`config.mk`:
```
export PLATFORM = sky130hd
export DESIGN_NAME = servo_packet_transaction_flat
export DESIGN_NICKNAME = d
export VERILOG_FILES = /design/src/rtl/core/spt_pkg.sv /design/src/rtl/core/spt_ifs.sv /design/src/rtl/core/spt_dp.sv /design/src/rtl/core/spt_ctrl.sv /design/src/rtl/core/servo_packet_transaction.sv /design/src/flat_wrapper.sv
export SDC_FILE = /design/constraint.sdc
export NUM_CORES = 1
export LEC_CHECK = 0
export BUFFER_PORTS_ARGS = -buffer_cell sky130_fd_sc_hd__buf_2
export CORE_MARGIN = 2
export CORE_UTILIZATION = 43
export CTS_BUF_LIST = sky130_fd_sc_hd__clkbuf_8
export DETAILED_ROUTE_END_ITERATION = 7
export GPL_ROUTABILITY_DRIVEN = 0
export GPL_TIMING_DRIVEN = 0
export SLEW_MARGIN = 20
export SYNTH_ARGS = -nofsm -noshare
export SYNTH_HDL_FRONTEND = slang
export SYNTH_SLANG_ARGS = --single-unit
```
`constraint.sdc`:
```
create_clock -name clk -period 3.7 [get_ports clk]
set_input_delay 0.74 -clock clk [delete_from_list [all_inputs] [get_ports clk]]
set_output_delay 0.74 -clock clk [all_outputs]
set_load 0.02 [all_outputs]
```
`src/rtl/core/spt_pkg.sv`:
```
`timescale 1ns / 1ps

package spt_pkg;

  // Action codes carried by an input transfer.
  localparam logic [1:0] ACT_START = 2'd0;
  localparam logic [1:0] ACT_PARAM = 2'd1;
  localparam logic [1:0] ACT_REPLY = 2'd2;
  localparam logic [1:0] ACT_TICK  = 2'd3;

  // Result kinds and status codes.
  localparam logic [1:0] KIND_TX     = 2'd0;
  localparam logic [1:0] KIND_PARAM  = 2'd1;
  localparam logic [1:0] KIND_STATUS = 2'd2;

  localparam logic [1:0] ST_OK      = 2'd0;
  localparam logic [1:0] ST_TIMEOUT = 2'd1;
  localparam logic [1:0] ST_INVALID = 2'd2;

  // Which result the datapath builds when the controller asks for one.
  typedef enum logic [2:0] {
    SEL_SYNC   = 3'd0,
    SEL_ID     = 3'd1,
    SEL_LEN    = 3'd2,
    SEL_INSTR  = 3'd3,
    SEL_DATA   = 3'd4,
    SEL_CSUM   = 3'd5,
    SEL_STATUS = 3'd6,
    SEL_PARAM  = 3'd7
  } emit_sel_t;

  typedef struct packed {
    logic [1:0] action;
    logic [7:0] target_id;
    logic [7:0] instruction;
    logic [4:0] cmd_param_count;
    logic [4:0] reply_param_count;
    logic [7:0] data_byte;
  } in_item_t;

  typedef struct packed {
    logic [1:0] kind;
    logic [7:0] out_byte;
    logic [1:0] status;
    logic       last;
  } out_item_t;

  typedef struct packed {
    logic      capture;
    logic      exec;
    logic      emit;
    emit_sel_t sel;
    logic      last;
  } dp_cmd_t;

  typedef struct packed {
    logic       out_free;
    logic [1:0] action;
    logic       send_go;
    logic       reply_done;
    logic       tick_expired;
    logic       cmd_zero;
    logic       stat_more;
    logic       param_last;
  } dp_stat_t;

endpackage

```
`src/rtl/core/spt_ifs.sv`:
```
`timescale 1ns / 1ps

interface spt_in_if;
  logic       valid;
  logic       ready;
  logic [1:0] action;
  logic [7:0] target_id;
  logic [7:0] instruction;
  logic [4:0] cmd_param_count;
  logic [4:0] reply_param_count;
  logic [7:0] data_byte;

  modport source (output valid, action, target_id, instruction, cmd_param_count,
                  reply_param_count, data_byte, input ready);
  modport sink (input valid, action, target_id, instruction, cmd_param_count,
                reply_param_count, data_byte, output ready);
endinterface

interface spt_out_if;
  logic       valid;
  logic       ready;
  logic [1:0] kind;
  logic [7:0] out_byte;
  logic [1:0] status;
  logic       last;

  modport source (output valid, kind, out_byte, status, last, input ready);
  modport sink (input valid, kind, out_byte, status, last, output ready);
endinterface

interface spt_cfg_if;
  logic        valid;
  logic        ready;
  logic [15:0] timeout_ticks;

  modport source (output valid, timeout_ticks, input ready);
  modport sink (input valid, timeout_ticks, output ready);
endinterface

```
`src/rtl/core/spt_dp.sv`:
```
`timescale 1ns / 1ps

module spt_dp import spt_pkg::*; #(
  parameter int CMAX   = 16,
  parameter int RDEPTH = 16
) (
  input  logic        clk,
  input  logic        rst_n,
  input  logic        cfg_we,
  input  logic [15:0] cfg_data,
  input  in_item_t    in_item,
  input  dp_cmd_t     cmd,
  output dp_stat_t    st,
  input  logic        out_ready,
  output logic        out_valid,
  output out_item_t   out_item
);

  localparam int CL_W = $clog2(CMAX + 1);
  localparam int EC_W = $clog2(RDEPTH + 1);
  localparam int AW   = (RDEPTH > 1) ? $clog2(RDEPTH) : 1;
  localparam int IX_W = $clog2(RDEPTH + 7);

  localparam logic [7:0]  SYNC_BYTE     = 8'hFF;
  localparam logic [7:0]  SUM_GOOD      = 8'hFF;
  localparam logic [15:0] TIMEOUT_RESET = 16'd80;
  localparam logic [15:0] ELAPSED_MAX   = 16'hFFFF;

  typedef enum logic [1:0] {
    PH_IDLE = 2'd0,
    PH_SEND = 2'd1,
    PH_RECV = 2'd2
  } phase_t;

  logic [15:0]     timeout_r, timeout_nxt;
  in_item_t        in_r, in_nxt;
  phase_t          phase_r, phase_nxt;
  logic [7:0]      tx_sum_r, tx_sum_nxt;
  logic [CL_W-1:0] cmd_left_r, cmd_left_nxt;
  logic [IX_W-1:0] rx_index_r, rx_index_nxt;
  logic [7:0]      rx_sum_r, rx_sum_nxt;
  logic            rx_bad_r, rx_bad_nxt;
  logic [7:0]      saved_id_r, saved_id_nxt;
  logic [EC_W-1:0] exp_cnt_r, exp_cnt_nxt;
  logic [15:0]     elapsed_r, elapsed_nxt;
  logic [1:0]      stat_r, stat_nxt;
  logic [AW-1:0]   rd_addr_r, rd_addr_nxt;
  logic [7:0]      rd_data_r;
  logic            out_valid_r, out_valid_nxt;
  out_item_t       out_r, out_nxt;
  logic [7:0]      mem_r [RDEPTH];

  logic [CL_W-1:0] ccount_sat;
  logic [EC_W-1:0] rcount_sat;
  logic [IX_W-1:0] total;
  logic [IX_W-1:0] idx_inc;
  logic            rx_final;
  logic [7:0]      rx_sum_upd;
  logic            hdr_bad;
  logic            rx_bad_upd;
  logic            wr_en;
  logic [AW-1:0]   wr_addr;
  logic [15:0]     elapsed_inc;
  logic            tick_hit;
  logic            param_last;

  always_comb begin
    ccount_sat = (in_r.cmd_param_count > 5'(CMAX)) ? CL_W'(CMAX)
                                                    : CL_W'(in_r.cmd_param_count);
    rcount_sat = (in_r.reply_param_count > 5'(RDEPTH)) ? EC_W'(RDEPTH)
                                                        : EC_W'(in_r.reply_param_count);
    total      = IX_W'(exp_cnt_r) + IX_W'(6);
    idx_inc    = rx_index_r + IX_W'(1);
    rx_final   = (idx_inc >= total);
    rx_sum_upd = (rx_index_r >= IX_W'(2)) ? (rx_sum_r + in_r.data_byte) : rx_sum_r;
    case (rx_index_r) inside
      IX_W'(0), IX_W'(1): hdr_bad = (in_r.data_byte != SYNC_BYTE);
      IX_W'(2):           hdr_bad = (in_r.data_byte != saved_id_r);
      IX_W'(3):           hdr_bad = (in_r.data_byte != (8'(exp_cnt_r) + 8'd2));
      IX_W'(4):           hdr_bad = (in_r.data_byte != 8'd0);
      default:            hdr_bad = 1'b0;
    endcase
    rx_bad_upd  = rx_bad_r | hdr_bad;
    wr_en       = cmd.exec && (in_r.action == ACT_REPLY) && (phase_r == PH_RECV) &&
                  (rx_index_r >= IX_W'(5)) && (idx_inc < total);
    wr_addr     = AW'(rx_index_r - IX_W'(5));
    elapsed_inc = (elapsed_r == ELAPSED_MAX) ? elapsed_r : (elapsed_r + 16'd1);
    tick_hit    = (elapsed_inc >= timeout_r);
    param_last  = ((EC_W'(rd_addr_r) + EC_W'(1)) == exp_cnt_r);
  end

  always_comb begin
    timeout_nxt   = timeout_r;
    in_nxt        = in_r;
    phase_nxt     = phase_r;
    tx_sum_nxt    = tx_sum_r;
    cmd_left_nxt  = cmd_left_r;
    rx_index_nxt  = rx_index_r;
    rx_sum_nxt    = rx_sum_r;
    rx_bad_nxt    = rx_bad_r;
    saved_id_nxt  = saved_id_r;
    exp_cnt_nxt   = exp_cnt_r;
    elapsed_nxt   = elapsed_r;
    stat_nxt      = stat_r;
    rd_addr_nxt   = rd_addr_r;
    out_nxt       = out_r;
    out_valid_nxt = out_ready ? 1'b0 : out_valid_r;

    if (cfg_we) begin
      timeout_nxt = cfg_data;
    end
    if (cmd.capture) begin
      in_nxt = in_item;
    end

    if (cmd.exec) begin
      case (in_r.action)
        ACT_START: begin
          saved_id_nxt = in_r.target_id;
          exp_cnt_nxt  = rcount_sat;
          cmd_left_nxt = ccount_sat;
          rx_index_nxt = '0;
          rx_sum_nxt   = '0;
          rx_bad_nxt   = 1'b0;
          elapsed_nxt  = '0;
          tx_sum_nxt   = '0;
          phase_nxt    = PH_SEND;
        end
        ACT_PARAM: begin
          if (phase_r == PH_SEND && cmd_left_r != '0) begin
            cmd_left_nxt = cmd_left_r - CL_W'(1);
          end
        end
        ACT_REPLY: begin
          if (phase_r == PH_RECV) begin
            rx_sum_nxt   = rx_sum_upd;
            rx_bad_nxt   = rx_bad_upd;
            rx_index_nxt = idx_inc;
            if (rx_final) begin
              rx_bad_nxt = rx_bad_upd | (rx_sum_upd != SUM_GOOD);
              phase_nxt  = PH_IDLE;
              stat_nxt   = (rx_bad_upd || rx_sum_upd != SUM_GOOD) ? ST_INVALID : ST_OK;
            end
          end
        end
        default: begin
          if (phase_r != PH_IDLE) begin
            elapsed_nxt = elapsed_inc;
            if (tick_hit) begin
              phase_nxt = PH_IDLE;
              stat_nxt  = ST_TIMEOUT;
            end
          end
        end
      endcase
    end

    if (cmd.emit) begin
      out_valid_nxt = 1'b1;
      out_nxt.kind     = KIND_TX;
      out_nxt.out_byte = 8'd0;
      out_nxt.status   = ST_OK;
      out_nxt.last     = cmd.last;
      case (cmd.sel)
        SEL_SYNC: out_nxt.out_byte = SYNC_BYTE;
        SEL_ID: begin
          out_nxt.out_byte = saved_id_r;
          tx_sum_nxt       = tx_sum_r + saved_id_r;
        end
        SEL_LEN: begin
          out_nxt.out_byte = 8'(cmd_left_r) + 8'd2;
          tx_sum_nxt       = tx_sum_r + 8'(cmd_left_r) + 8'd2;
        end
        SEL_INSTR: begin
          out_nxt.out_byte = in_r.instruction;
          tx_sum_nxt       = tx_sum_r + in_r.instruction;
        end
        SEL_DATA: begin
          out_nxt.out_byte = in_r.data_byte;
          tx_sum_nxt       = tx_sum_r + in_r.data_byte;
        end
        SEL_CSUM: begin
          out_nxt.out_byte = ~tx_sum_r;
          phase_nxt        = PH_RECV;
        end
        SEL_STATUS: begin
          out_nxt.kind   = KIND_STATUS;
          out_nxt.status = stat_r;
          rd_addr_nxt    = '0;
        end
        default: begin
          out_nxt.kind     = KIND_PARAM;
          out_nxt.out_byte = rd_data_r;
          if (!param_last) begin
            rd_addr_nxt = rd_addr_r + AW'(1);
          end
        end
      endcase
    end
  end

  always_ff @(posedge clk) begin
    if (!rst_n) begin
      timeout_r   <= TIMEOUT_RESET;
      phase_r     <= PH_IDLE;
      tx_sum_r    <= '0;
      cmd_left_r  <= '0;
      rx_index_r  <= '0;
      rx_sum_r    <= '0;
      rx_bad_r    <= 1'b0;
      saved_id_r  <= '0;
      exp_cnt_r   <= '0;
      elapsed_r   <= '0;
      stat_r      <= ST_OK;
      out_valid_r <= 1'b0;
    end else begin
      timeout_r   <= timeout_nxt;
      phase_r     <= phase_nxt;
      tx_sum_r    <= tx_sum_nxt;
      cmd_left_r  <= cmd_left_nxt;
      rx_index_r  <= rx_index_nxt;
      rx_sum_r    <= rx_sum_nxt;
      rx_bad_r    <= rx_bad_nxt;
      saved_id_r  <= saved_id_nxt;
      exp_cnt_r   <= exp_cnt_nxt;
      elapsed_r   <= elapsed_nxt;
      stat_r      <= stat_nxt;
      out_valid_r <= out_valid_nxt;
    end
  end

  always_ff @(posedge clk) begin
    in_r      <= in_nxt;
    rd_addr_r <= rd_addr_nxt;
    out_r     <= out_nxt;
  end

  // Reply parameter buffer: one write port, one registered read port. The read
  // follows the next address so the data is ready the cycle a parameter goes out.
  always_ff @(posedge clk) begin
    if (wr_en) begin
      mem_r[wr_addr] <= in_r.data_byte;
    end
    rd_data_r <= mem_r[rd_addr_nxt];
  end

  always_comb begin
    st.out_free     = !out_valid_r || out_ready;
    st.action       = in_r.action;
    st.send_go      = (phase_r == PH_SEND);
    st.reply_done   = (phase_r == PH_RECV) && rx_final;
    st.tick_expired = (phase_r != PH_IDLE) && tick_hit;
    st.cmd_zero     = (cmd_left_r == '0);
    st.stat_more    = (stat_r == ST_OK) && (exp_cnt_r != '0);
    st.param_last   = param_last;
  end

  assign out_valid = out_valid_r;
  assign out_item  = out_r;

endmodule

```
`src/rtl/core/spt_ctrl.sv`:
```
`timescale 1ns / 1ps

module spt_ctrl import spt_pkg::*; (
  input  logic     clk,
  input  logic     rst_n,
  input  logic     in_valid,
  output logic     in_ready,
  input  dp_stat_t st,
  output dp_cmd_t  cmd
);

  typedef enum logic [10:0] {
    S_IDLE  = 11'b000_0000_0001,
    S_EXEC  = 11'b000_0000_0010,
    S_SYNC1 = 11'b000_0000_0100,
    S_SYNC2 = 11'b000_0000_1000,
    S_ID    = 11'b000_0001_0000,
    S_LEN   = 11'b000_0010_0000,
    S_INSTR = 11'b000_0100_0000,
    S_DATA  = 11'b000_1000_0000,
    S_CSUM  = 11'b001_0000_0000,
    S_STAT  = 11'b010_0000_0000,
    S_PARAM = 11'b100_0000_0000
  } state_t;

  state_t state_r, state_nxt;

  always_comb begin
    state_nxt   = state_r;
    in_ready    = 1'b0;
    cmd.capture = 1'b0;
    cmd.exec    = 1'b0;
    cmd.emit    = 1'b0;
    cmd.sel     = SEL_SYNC;
    cmd.last    = 1'b0;
    unique case (state_r)
      S_IDLE: begin
        in_ready = 1'b1;
        if (in_valid) begin
          cmd.capture = 1'b1;
          state_nxt   = S_EXEC;
        end
      end
      S_EXEC: begin
        cmd.exec = 1'b1;
        case (st.action)
          ACT_START: state_nxt = S_SYNC1;
          ACT_PARAM: state_nxt = st.send_go ? S_DATA : S_IDLE;
          ACT_REPLY: state_nxt = st.reply_done ? S_STAT : S_IDLE;
          default:   state_nxt = st.tick_expired ? S_STAT : S_IDLE;
        endcase
      end
      S_SYNC1: begin
        if (st.out_free) begin
          cmd.emit  = 1'b1;
          cmd.sel   = SEL_SYNC;
          state_nxt = S_SYNC2;
        end
      end
      S_SYNC2: begin
        if (st.out_free) begin
          cmd.emit  = 1'b1;
          cmd.sel   = SEL_SYNC;
          state_nxt = S_ID;
        end
      end
      S_ID: begin
        if (st.out_free) begin
          cmd.emit  = 1'b1;
          cmd.sel   = SEL_ID;
          state_nxt = S_LEN;
        end
      end
      S_LEN: begin
        if (st.out_free) begin
          cmd.emit  = 1'b1;
          cmd.sel   = SEL_LEN;
          state_nxt = S_INSTR;
        end
      end
      S_INSTR: begin
        if (st.out_free) begin
          cmd.emit  = 1'b1;
          cmd.sel   = SEL_INSTR;
          cmd.last  = !st.cmd_zero;
          state_nxt = st.cmd_zero ? S_CSUM : S_IDLE;
        end
      end
      S_DATA: begin
        if (st.out_free) begin
          cmd.emit  = 1'b1;
          cmd.sel   = SEL_DATA;
          cmd.last  = !st.cmd_zero;
          state_nxt = st.cmd_zero ? S_CSUM : S_IDLE;
        end
      end
      S_CSUM: begin
        if (st.out_free) begin
          cmd.emit  = 1'b1;
          cmd.sel   = SEL_CSUM;
          cmd.last  = 1'b1;
          state_nxt = S_IDLE;
        end
      end
      S_STAT: begin
        if (st.out_free) begin
          cmd.emit  = 1'b1;
          cmd.sel   = SEL_STATUS;
          cmd.last  = !st.stat_more;
          state_nxt = st.stat_more ? S_PARAM : S_IDLE;
        end
      end
      S_PARAM: begin
        if (st.out_free) begin
          cmd.emit  = 1'b1;
          cmd.sel   = SEL_PARAM;
          cmd.last  = st.param_last;
          state_nxt = st.param_last ? S_IDLE : S_PARAM;
        end
      end
      default: state_nxt = S_IDLE;
    endcase
  end

  always_ff @(posedge clk) begin
    if (!rst_n) begin
      state_r <= S_IDLE;
    end else begin
      state_r <= state_nxt;
    end
  end

endmodule

```
`src/rtl/core/servo_packet_transaction.sv`:
```
`timescale 1ns / 1ps

// Servo bus transaction engine for a protocol 1.0 style packet exchange.
// Input channel (in_ch): each transfer is a start command, a command
// parameter byte, a received reply byte or a time tick. A start produces the
// header FF FF id len instr; the inverted checksum follows the last command
// parameter, else the header. The final reply byte gives a status transfer and,
// for a good reply, the buffered reply parameters. Ticks after the timeout limit
// produce a timeout status. The last flag marks the final result of each input.
// Result channel (out_ch): one registered output stage; results leave at one
// per cycle while the receiver is ready.
// Configuration (cfg_ch): the timeout limit in ticks, always ready; write it
// only while no transaction traffic is in flight.
// Flow: each input is accepted in the idle state and executed in the next
// state (accept, then execute); the controller's emit states then produce its
// results, if any, one per cycle while the output stage is free. The first
// result of an input is registered after the execute step. Input ready is held
// low while results are being produced, so a stalled receiver stalls intake.
// Reset (rst_n, synchronous): idle phase, timeout limit 80, output empty.

module servo_packet_transaction import spt_pkg::*; #(
  parameter int MAX_CMD_PARAMS   = 16,
  parameter int MAX_REPLY_PARAMS = 16
) (
  input logic        clk,
  input logic        rst_n,
  spt_cfg_if.sink    cfg_ch,
  spt_in_if.sink     in_ch,
  spt_out_if.source  out_ch
);

  // A five-bit count field never exceeds 31, so larger limits act as 31.
  localparam int CNT_FIELD_MAX = 31;
  localparam int CMAX   = (MAX_CMD_PARAMS < CNT_FIELD_MAX) ? MAX_CMD_PARAMS : CNT_FIELD_MAX;
  localparam int RDEPTH = (MAX_REPLY_PARAMS < CNT_FIELD_MAX) ? MAX_REPLY_PARAMS
                                                             : CNT_FIELD_MAX;

  in_item_t  in_item;
  out_item_t out_item;
  dp_cmd_t   cmd;
  dp_stat_t  st;
  logic      in_ready;
  logic      out_valid;

  always_comb begin
    in_item.action            = in_ch.action;
    in_item.target_id         = in_ch.target_id;
    in_item.instruction       = in_ch.instruction;
    in_item.cmd_param_count   = in_ch.cmd_param_count;
    in_item.reply_param_count = in_ch.reply_param_count;
    in_item.data_byte         = in_ch.data_byte;
  end

  assign in_ch.ready  = in_ready;
  assign cfg_ch.ready = 1'b1;

  spt_ctrl u_ctrl (
    .clk      (clk),
    .rst_n    (rst_n),
    .in_valid (in_ch.valid),
    .in_ready (in_ready),
    .st       (st),
    .cmd      (cmd)
  );

  spt_dp #(
    .CMAX   (CMAX),
    .RDEPTH (RDEPTH)
  ) u_dp (
    .clk       (clk),
    .rst_n     (rst_n),
    .cfg_we    (cfg_ch.valid),
    .cfg_data  (cfg_ch.timeout_ticks),
    .in_item   (in_item),
    .cmd       (cmd),
    .st        (st),
    .out_ready (out_ch.ready),
    .out_valid (out_valid),
    .out_item  (out_item)
  );

  assign out_ch.valid    = out_valid;
  assign out_ch.kind     = out_item.kind;
  assign out_ch.out_byte = out_item.out_byte;
  assign out_ch.status   = out_item.status;
  assign out_ch.last     = out_item.last;

  // The controller only loads the output stage when it is free.
  a_emit_needs_room: assert property (@(posedge clk) disable iff (!rst_n)
    cmd.emit |-> st.out_free)
    else $error("result loaded into an occupied output stage");

  // No result is produced while a new input transfer can be taken.
  a_no_emit_when_ready: assert property (@(posedge clk) disable iff (!rst_n)
    in_ch.ready |-> !cmd.emit)
    else $error("result produced while accepting input");

  // The checksum always closes its run.
  a_csum_last: assert property (@(posedge clk) disable iff (!rst_n)
    (cmd.emit && cmd.sel == SEL_CSUM) |-> cmd.last)
    else $error("checksum not marked last");

  // A failed or timed-out transaction reports a single status result.
  a_bad_status_last: assert property (@(posedge clk) disable iff (!rst_n)
    (out_ch.valid && out_ch.kind == KIND_STATUS && out_ch.status != ST_OK) |-> out_ch.last)
    else $error("error status followed by further results");

endmodule

```
`src/flat_wrapper.sv`:
```
// flat-port wrapper written by rule: the top's interface ports become plain ports
module servo_packet_transaction_flat import spt_pkg::*;
#(
  parameter int MAX_CMD_PARAMS   = 16,
  parameter int MAX_REPLY_PARAMS = 16
)
  (clk, rst_n, cfg_ch_valid, cfg_ch_timeout_ticks, cfg_ch_ready, in_ch_valid, in_ch_action, in_ch_target_id, in_ch_instruction, in_ch_cmd_param_count, in_ch_reply_param_count, in_ch_data_byte, in_ch_ready, out_ch_valid, out_ch_kind, out_ch_out_byte, out_ch_status, out_ch_last, out_ch_ready);
  spt_cfg_if cfg_ch_i ();
  spt_in_if in_ch_i ();
  spt_out_if out_ch_i ();
  input logic clk;
  input logic rst_n;
  input wire logic [$bits(cfg_ch_i.valid)-1:0] cfg_ch_valid;
  input wire logic [$bits(cfg_ch_i.timeout_ticks)-1:0] cfg_ch_timeout_ticks;
  output wire logic [$bits(cfg_ch_i.ready)-1:0] cfg_ch_ready;
  input wire logic [$bits(in_ch_i.valid)-1:0] in_ch_valid;
  input wire logic [$bits(in_ch_i.action)-1:0] in_ch_action;
  input wire logic [$bits(in_ch_i.target_id)-1:0] in_ch_target_id;
  input wire logic [$bits(in_ch_i.instruction)-1:0] in_ch_instruction;
  input wire logic [$bits(in_ch_i.cmd_param_count)-1:0] in_ch_cmd_param_count;
  input wire logic [$bits(in_ch_i.reply_param_count)-1:0] in_ch_reply_param_count;
  input wire logic [$bits(in_ch_i.data_byte)-1:0] in_ch_data_byte;
  output wire logic [$bits(in_ch_i.ready)-1:0] in_ch_ready;
  output wire logic [$bits(out_ch_i.valid)-1:0] out_ch_valid;
  output wire logic [$bits(out_ch_i.kind)-1:0] out_ch_kind;
  output wire logic [$bits(out_ch_i.out_byte)-1:0] out_ch_out_byte;
  output wire logic [$bits(out_ch_i.status)-1:0] out_ch_status;
  output wire logic [$bits(out_ch_i.last)-1:0] out_ch_last;
  input wire logic [$bits(out_ch_i.ready)-1:0] out_ch_ready;
  assign cfg_ch_i.valid = cfg_ch_valid;
  assign cfg_ch_i.timeout_ticks = cfg_ch_timeout_ticks;
  assign cfg_ch_ready = cfg_ch_i.ready;
  assign in_ch_i.valid = in_ch_valid;
  assign in_ch_i.action = in_ch_action;
  assign in_ch_i.target_id = in_ch_target_id;
  assign in_ch_i.instruction = in_ch_instruction;
  assign in_ch_i.cmd_param_count = in_ch_cmd_param_count;
  assign in_ch_i.reply_param_count = in_ch_reply_param_count;
  assign in_ch_i.data_byte = in_ch_data_byte;
  assign in_ch_ready = in_ch_i.ready;
  assign out_ch_valid = out_ch_i.valid;
  assign out_ch_kind = out_ch_i.kind;
  assign out_ch_out_byte = out_ch_i.out_byte;
  assign out_ch_status = out_ch_i.status;
  assign out_ch_last = out_ch_i.last;
  assign out_ch_i.ready = out_ch_ready;
  servo_packet_transaction #(.MAX_CMD_PARAMS(MAX_CMD_PARAMS), .MAX_REPLY_PARAMS(MAX_REPLY_PARAMS)) u_core (.clk(clk), .rst_n(rst_n), .cfg_ch(cfg_ch_i), .in_ch(in_ch_i), .out_ch(out_ch_i));
endmodule
```
==> results.txt <==
The share of synthesized flip-flops with an asynchronous set or reset is 0. The worst setup path is of the flop to flop kind. The clock transition at the registers of the reported paths came out at 0.06 ns. The starting utilization of the core area is 0.435. The biggest area contributor in the post-synthesis netlist is sky130_fd_sc_hd__edfxtp_1. The total of flip-flops plus latches after synthesis came out at 277. The setup slack after placement came out at -1.02 ns.

The total count of max-transition violations in the final report came out at 0. Along the worst path, the maximum fanout reaches 5. The via count is 11,287. The cell area power density is 395 nW/um^2. The area taken by multi-input logic gates is 6690 um^2. Data arrives at the worst endpoint at 4.40 ns. Among all stages on the critical path, the largest delay is contributed by sky130_fd_sc_hd__or4_4. The final count of negative-setup-slack endpoints came out at 7. Input and output buffers added on the ports amount to 69. Relative to the synthesized area, the layout overhead comes to 19.1%. Among all flip-flop cells after synthesis, the most frequent one is sky130_fd_sc_hd__edfxtp_1. The fraction of final layout cells sized beyond drive strength 1 came out at 0.190. TritonCTS built the clock tree. For this run, the total global-route usage over all layers was measured as 0.229. The HPWL after detailed placement came out at 26,700 um.

The largest net degree at the start of global routing came out at 24. Row generation in the floorplan step produced 66 rows. Across the whole layout, storage elements account for 7340 um^2. In this run the most used layer during global routing was met2.

The number of buffers on the longest clock path came out at 3. The insertion delay of the later-clocked pin in the worst-skew pair came out at 0.62 ns. The number of nets with antenna violations after routing is 0.

The number of vias per cell came out at 5.65. The worst setup slack after layout came out at -0.173 ns. The die height came out at 185 um. After synthesis the cells add up to 14,100 um^2. The die width came out at 185 um. Hold repair after CTS inserted 0 buffers. For the worst setup path, the data required time is 4.23 ns. The remaining global-route overflow is 0. The H-tree generated during clock tree synthesis spans 2 levels.

Setup repair after global routing could not meet its margin everywhere. The met3 routing resource usage after global routing came out at 0.0503. The worst hold path belongs to the class input pin to flop. By count the netlist is led by 177 x sky130_fd_sc_hd__edfxtp_1, 120 x sky130_fd_sc_hd__nor2_1, 100 x sky130_fd_sc_hd__dfxtp_1.

The final layout contains 1,637 nets. The average wire length per cell after detail routing is 19.4 um. For this run, design rule violations remaining after detail routing come to 0. The mean post-synth cell area came out at 10.3 um^2. The most common cell in the synthesized netlist is sky130_fd_sc_hd__edfxtp_1. The worst-case clock skew came out at 0.0234 ns. After the first detailed-routing iteration, the DRC count stood at 859. After floorplanning, the core was sized to cover 32,400 um^2. The number of synthesis warnings came out at 0.

The number of max-cap violations is 0. The minimum clock period after layout is 3.87 ns. The first detailed-routing pass took 7 iterations. The leakage power of the design came out at 6.24 nW. The worst setup path is launched from a flop. The number of buffers inserted during clock tree synthesis came out at 48. The hold violation total from the final report is 0. By area the synthesized netlist is led by sky130_fd_sc_hd__edfxtp_1 38%, sky130_fd_sc_hd__dfxtp_1 14%, sky130_fd_sc_hd__ha_1 5.5%, sky130_fd_sc_hd__nor2_1 3.2%, sky130_fd_sc_hd__a21oi_1 3.1%. The met2 capacity usage during global routing is 0.376. The worst IR drop on VDD is 0.000249 V. The number of enable-type register cells in the synthesized netlist came out at 177. The number of clock sinks is 277. For this run, the register share of the synthesized area comes to 0.520. The first-pass GRT wire length came out at 60,100 um.

The post-place instance area is 15,100 um^2. The share of the synthesized area in the top cell type is 0.377. The die covers 34,200 um^2.

The cell chosen for the clock root is sky130_fd_sc_hd__clkbuf_8. Synthesis produced a netlist with a net count of 1,489. The number of antenna violations at the first check in global routing is 2. In this design, the critical path's most frequently occurring cell is sky130_fd_sc_hd__a21o_1. The relative slew slack is 0.254. The portion of the clock cycle consumed by the worst path in the final layout came out at 1.05. The number of global-route vias before repair came to 11,048. The checks that failed: negative setup slack. For this block, the routed nets add up to 38,800 um of wire. The sort of element at the end of the critical path is a flop. The run finished, with violations left. The transition at the pin with the smallest max-transition slack is 1.11 ns. The filler cells instantiated in the layout total 2,982. The synthesized netlist cell count is 1,367. The count of boundary I/O pins came out at 73. The number of distinct library cells after synthesis is 74.

The final instance area is 16,800 um^2. The timing-limited maximum frequency came out at 258 MHz. The critical path goes through or4_4, or3_4, or3_4, buf_8, nand3_4, nor2_4, a22o_1, a21o_1, ha_1, a21o_1, a21oi_2, nor2b_1, o21ai_2, a21oi_2, xnor2_1, a21o_1, nand3_1, a31oi_1. The maximum single-stage delay on the critical path came out at 0.55 ns. For this run, global-route usage on met1 was measured as 0.298.
## stage by stage
stage | hold WS (ns) | cells | power (mW) | setup TNS, ns | util
3_3_place_gp | 0.474 | 1878 | 3.75 | -127.57 | 0.465
3_5_place_dp | 0.479 | 1879 | 3.76 | -130.71 | 0.466
4_1_cts | 0.255 | 1988 | 6.67 | -0.415 | 0.511
5_1_grt | 0.262 | 1998 | 6.83 | -2.98 | 0.518
2_1_floorplan | 0.455 | 1367 | 3.61 | -0.0573 | -
6_report | 0.295 | 1998 | 6.62 | -0.428 | 0.518
## state kept, by name (all words and copies together), names as in the netlist
signal	count
u_core.u_dp.elapsed_r	16
u_core.u_dp.tx_sum_r	8
u_core.u_dp.rd_data_r	8
u_core.u_dp.mem_r	128
u_core.u_dp.exp_cnt_r	5
u_core.u_dp.cmd_left_r	5
u_core.u_dp.out_valid	1
u_core.u_dp.st	2
u_core.u_dp.saved_id_r	8
u_core.u_dp.stat_r	2
u_core.u_dp.rx_sum_r	8
u_core.u_dp.rd_addr_r	4
u_core.u_dp.in_r	34
u_core.u_dp.timeout_r	16
u_core.u_dp.rx_index_r	5
u_core.u_dp.phase_r	2
u_core.u_dp.rx_bad_r	1
u_core.u_ctrl.state_r	11
u_core.u_dp.out_item	13
## per-layer routing
layer	routed length (um)	up-vias
met5	11	-
met4	1200	2
met3	2530	88
met2	18300	392
met1	16700	5401
li1	-	5404
## final timing paths
path                                  from                        to  slack [ns]  depth (start not counted)
setup / recovery  u_core.u_ctrl.state_r[1]   u_core.u_dp.tx_sum_r[7]       -0.17                         18
hold reg to reg   u_core.u_dp.timeout_r[4]  u_core.u_dp.timeout_r[4]        0.49                          2
hold / removal             in_ch_action[1]         u_core.u_dp.st[7]        0.30                          1
setup reg to reg  u_core.u_ctrl.state_r[1]   u_core.u_dp.tx_sum_r[7]       -0.17                         18
## power breakdown
group / total [mW] / leakage (nW) / switching (mW) / internal (mW)
combinational: 0.293 / 3.22 / 0.178 / 0.115
sequential: 3.42 / 2.43 / 0.0737 / 3.35
clock: 2.90 / 0.585 / 1.31 / 1.59
total: 6.62 / 6.24 / 1.57 / 5.06
## cells by family (layout without fill, tap and decap cells)
logic type,count (synthesis),in the layout,share of synthesized area
and+or+nand+nor,486,486,0.179
AOI/OAI and AO/OA,331,331,0.152
DFF,277,277,0.520
buffers and inverters,130,318,0.0386
adders and majority gates,65,65,0.0594
xor gates and xnor gates,58,58,0.0371
muxes,19,19,0.0141
other,1,2,0.000266
## what timing repair did
item                                    CTS  global route
gates cloned                              0             0
setup buffers                            21            16
pin swaps                                24            32
gates resized for setup                  80            45
endpoints found under the setup margin  151           154
## cells in the final DEF, fill, tap and decap left out, types with 11 or more instances in the layout
cell / Yosys / routed
sky130_fd_sc_hd__nand2b_1: 57 / 55
sky130_fd_sc_hd__a22oi_1: 25 / 22
sky130_fd_sc_hd__a211o_1: 18 / 18
sky130_fd_sc_hd__xnor2_1: 32 / 30
sky130_fd_sc_hd__o21ai_1: 7 / 11
sky130_fd_sc_hd__ha_1: 62 / 59
sky130_fd_sc_hd__clkbuf_8: 0 / 59
sky130_fd_sc_hd__a31oi_1: 61 / 55
sky130_fd_sc_hd__or3_1: 19 / 16
sky130_fd_sc_hd__mux2i_1: 15 / 15
sky130_fd_sc_hd__nor2_1: 120 / 101
sky130_fd_sc_hd__nand4_1: 46 / 46
sky130_fd_sc_hd__edfxtp_1: 177 / 177
sky130_fd_sc_hd__o21ai_0: 52 / 47
sky130_fd_sc_hd__buf_2: 7 / 77
sky130_fd_sc_hd__dfxtp_1: 100 / 93
sky130_fd_sc_hd__and3_1: 20 / 20
sky130_fd_sc_hd__a21oi_1: 86 / 78
sky130_fd_sc_hd__a21o_1: 17 / 17
sky130_fd_sc_hd__xor2_1: 25 / 25
sky130_fd_sc_hd__o21a_1: 13 / 13
sky130_fd_sc_hd__inv_1: 55 / 71
sky130_fd_sc_hd__nand2_1: 77 / 72
sky130_fd_sc_hd__nor2_4: 0 / 17
sky130_fd_sc_hd__nand3_1: 46 / 45
sky130_fd_sc_hd__nor3_1: 33 / 29
sky130_fd_sc_hd__buf_4: 1 / 30
sky130_fd_sc_hd__clkbuf_1: 54 / 40
## area by class of cell
type | count | share of cell area
repair buffers | 102 | 0.0377
plain buffers | 68 | 0.0201
diodes | 1 | 0.000149
clock buffers | 59 | 0.0484
multi-input cells | 960 | 0.398
inverters | 58 | 0.0133
flip-flops and latches | 277 | 0.437
well taps | 442 | 0.0330
clock inverters | 31 | 0.0116
## worst max-delay path, delay by kind of cell (launching register included)
kind | cells | cell delay [ns]
flip-flops | 1 | 0.34
AND/OR/NAND/NOR | 7 | 1.54
adder cells (fa/ha/maj) | 1 | 0.27
AO/OA/AOI/OAI | 8 | 1.29
XOR/XNOR | 1 | 0.19
buffers and inverters | 1 | 0.14
No activity file was read; power rests on OpenSTA's default activity.
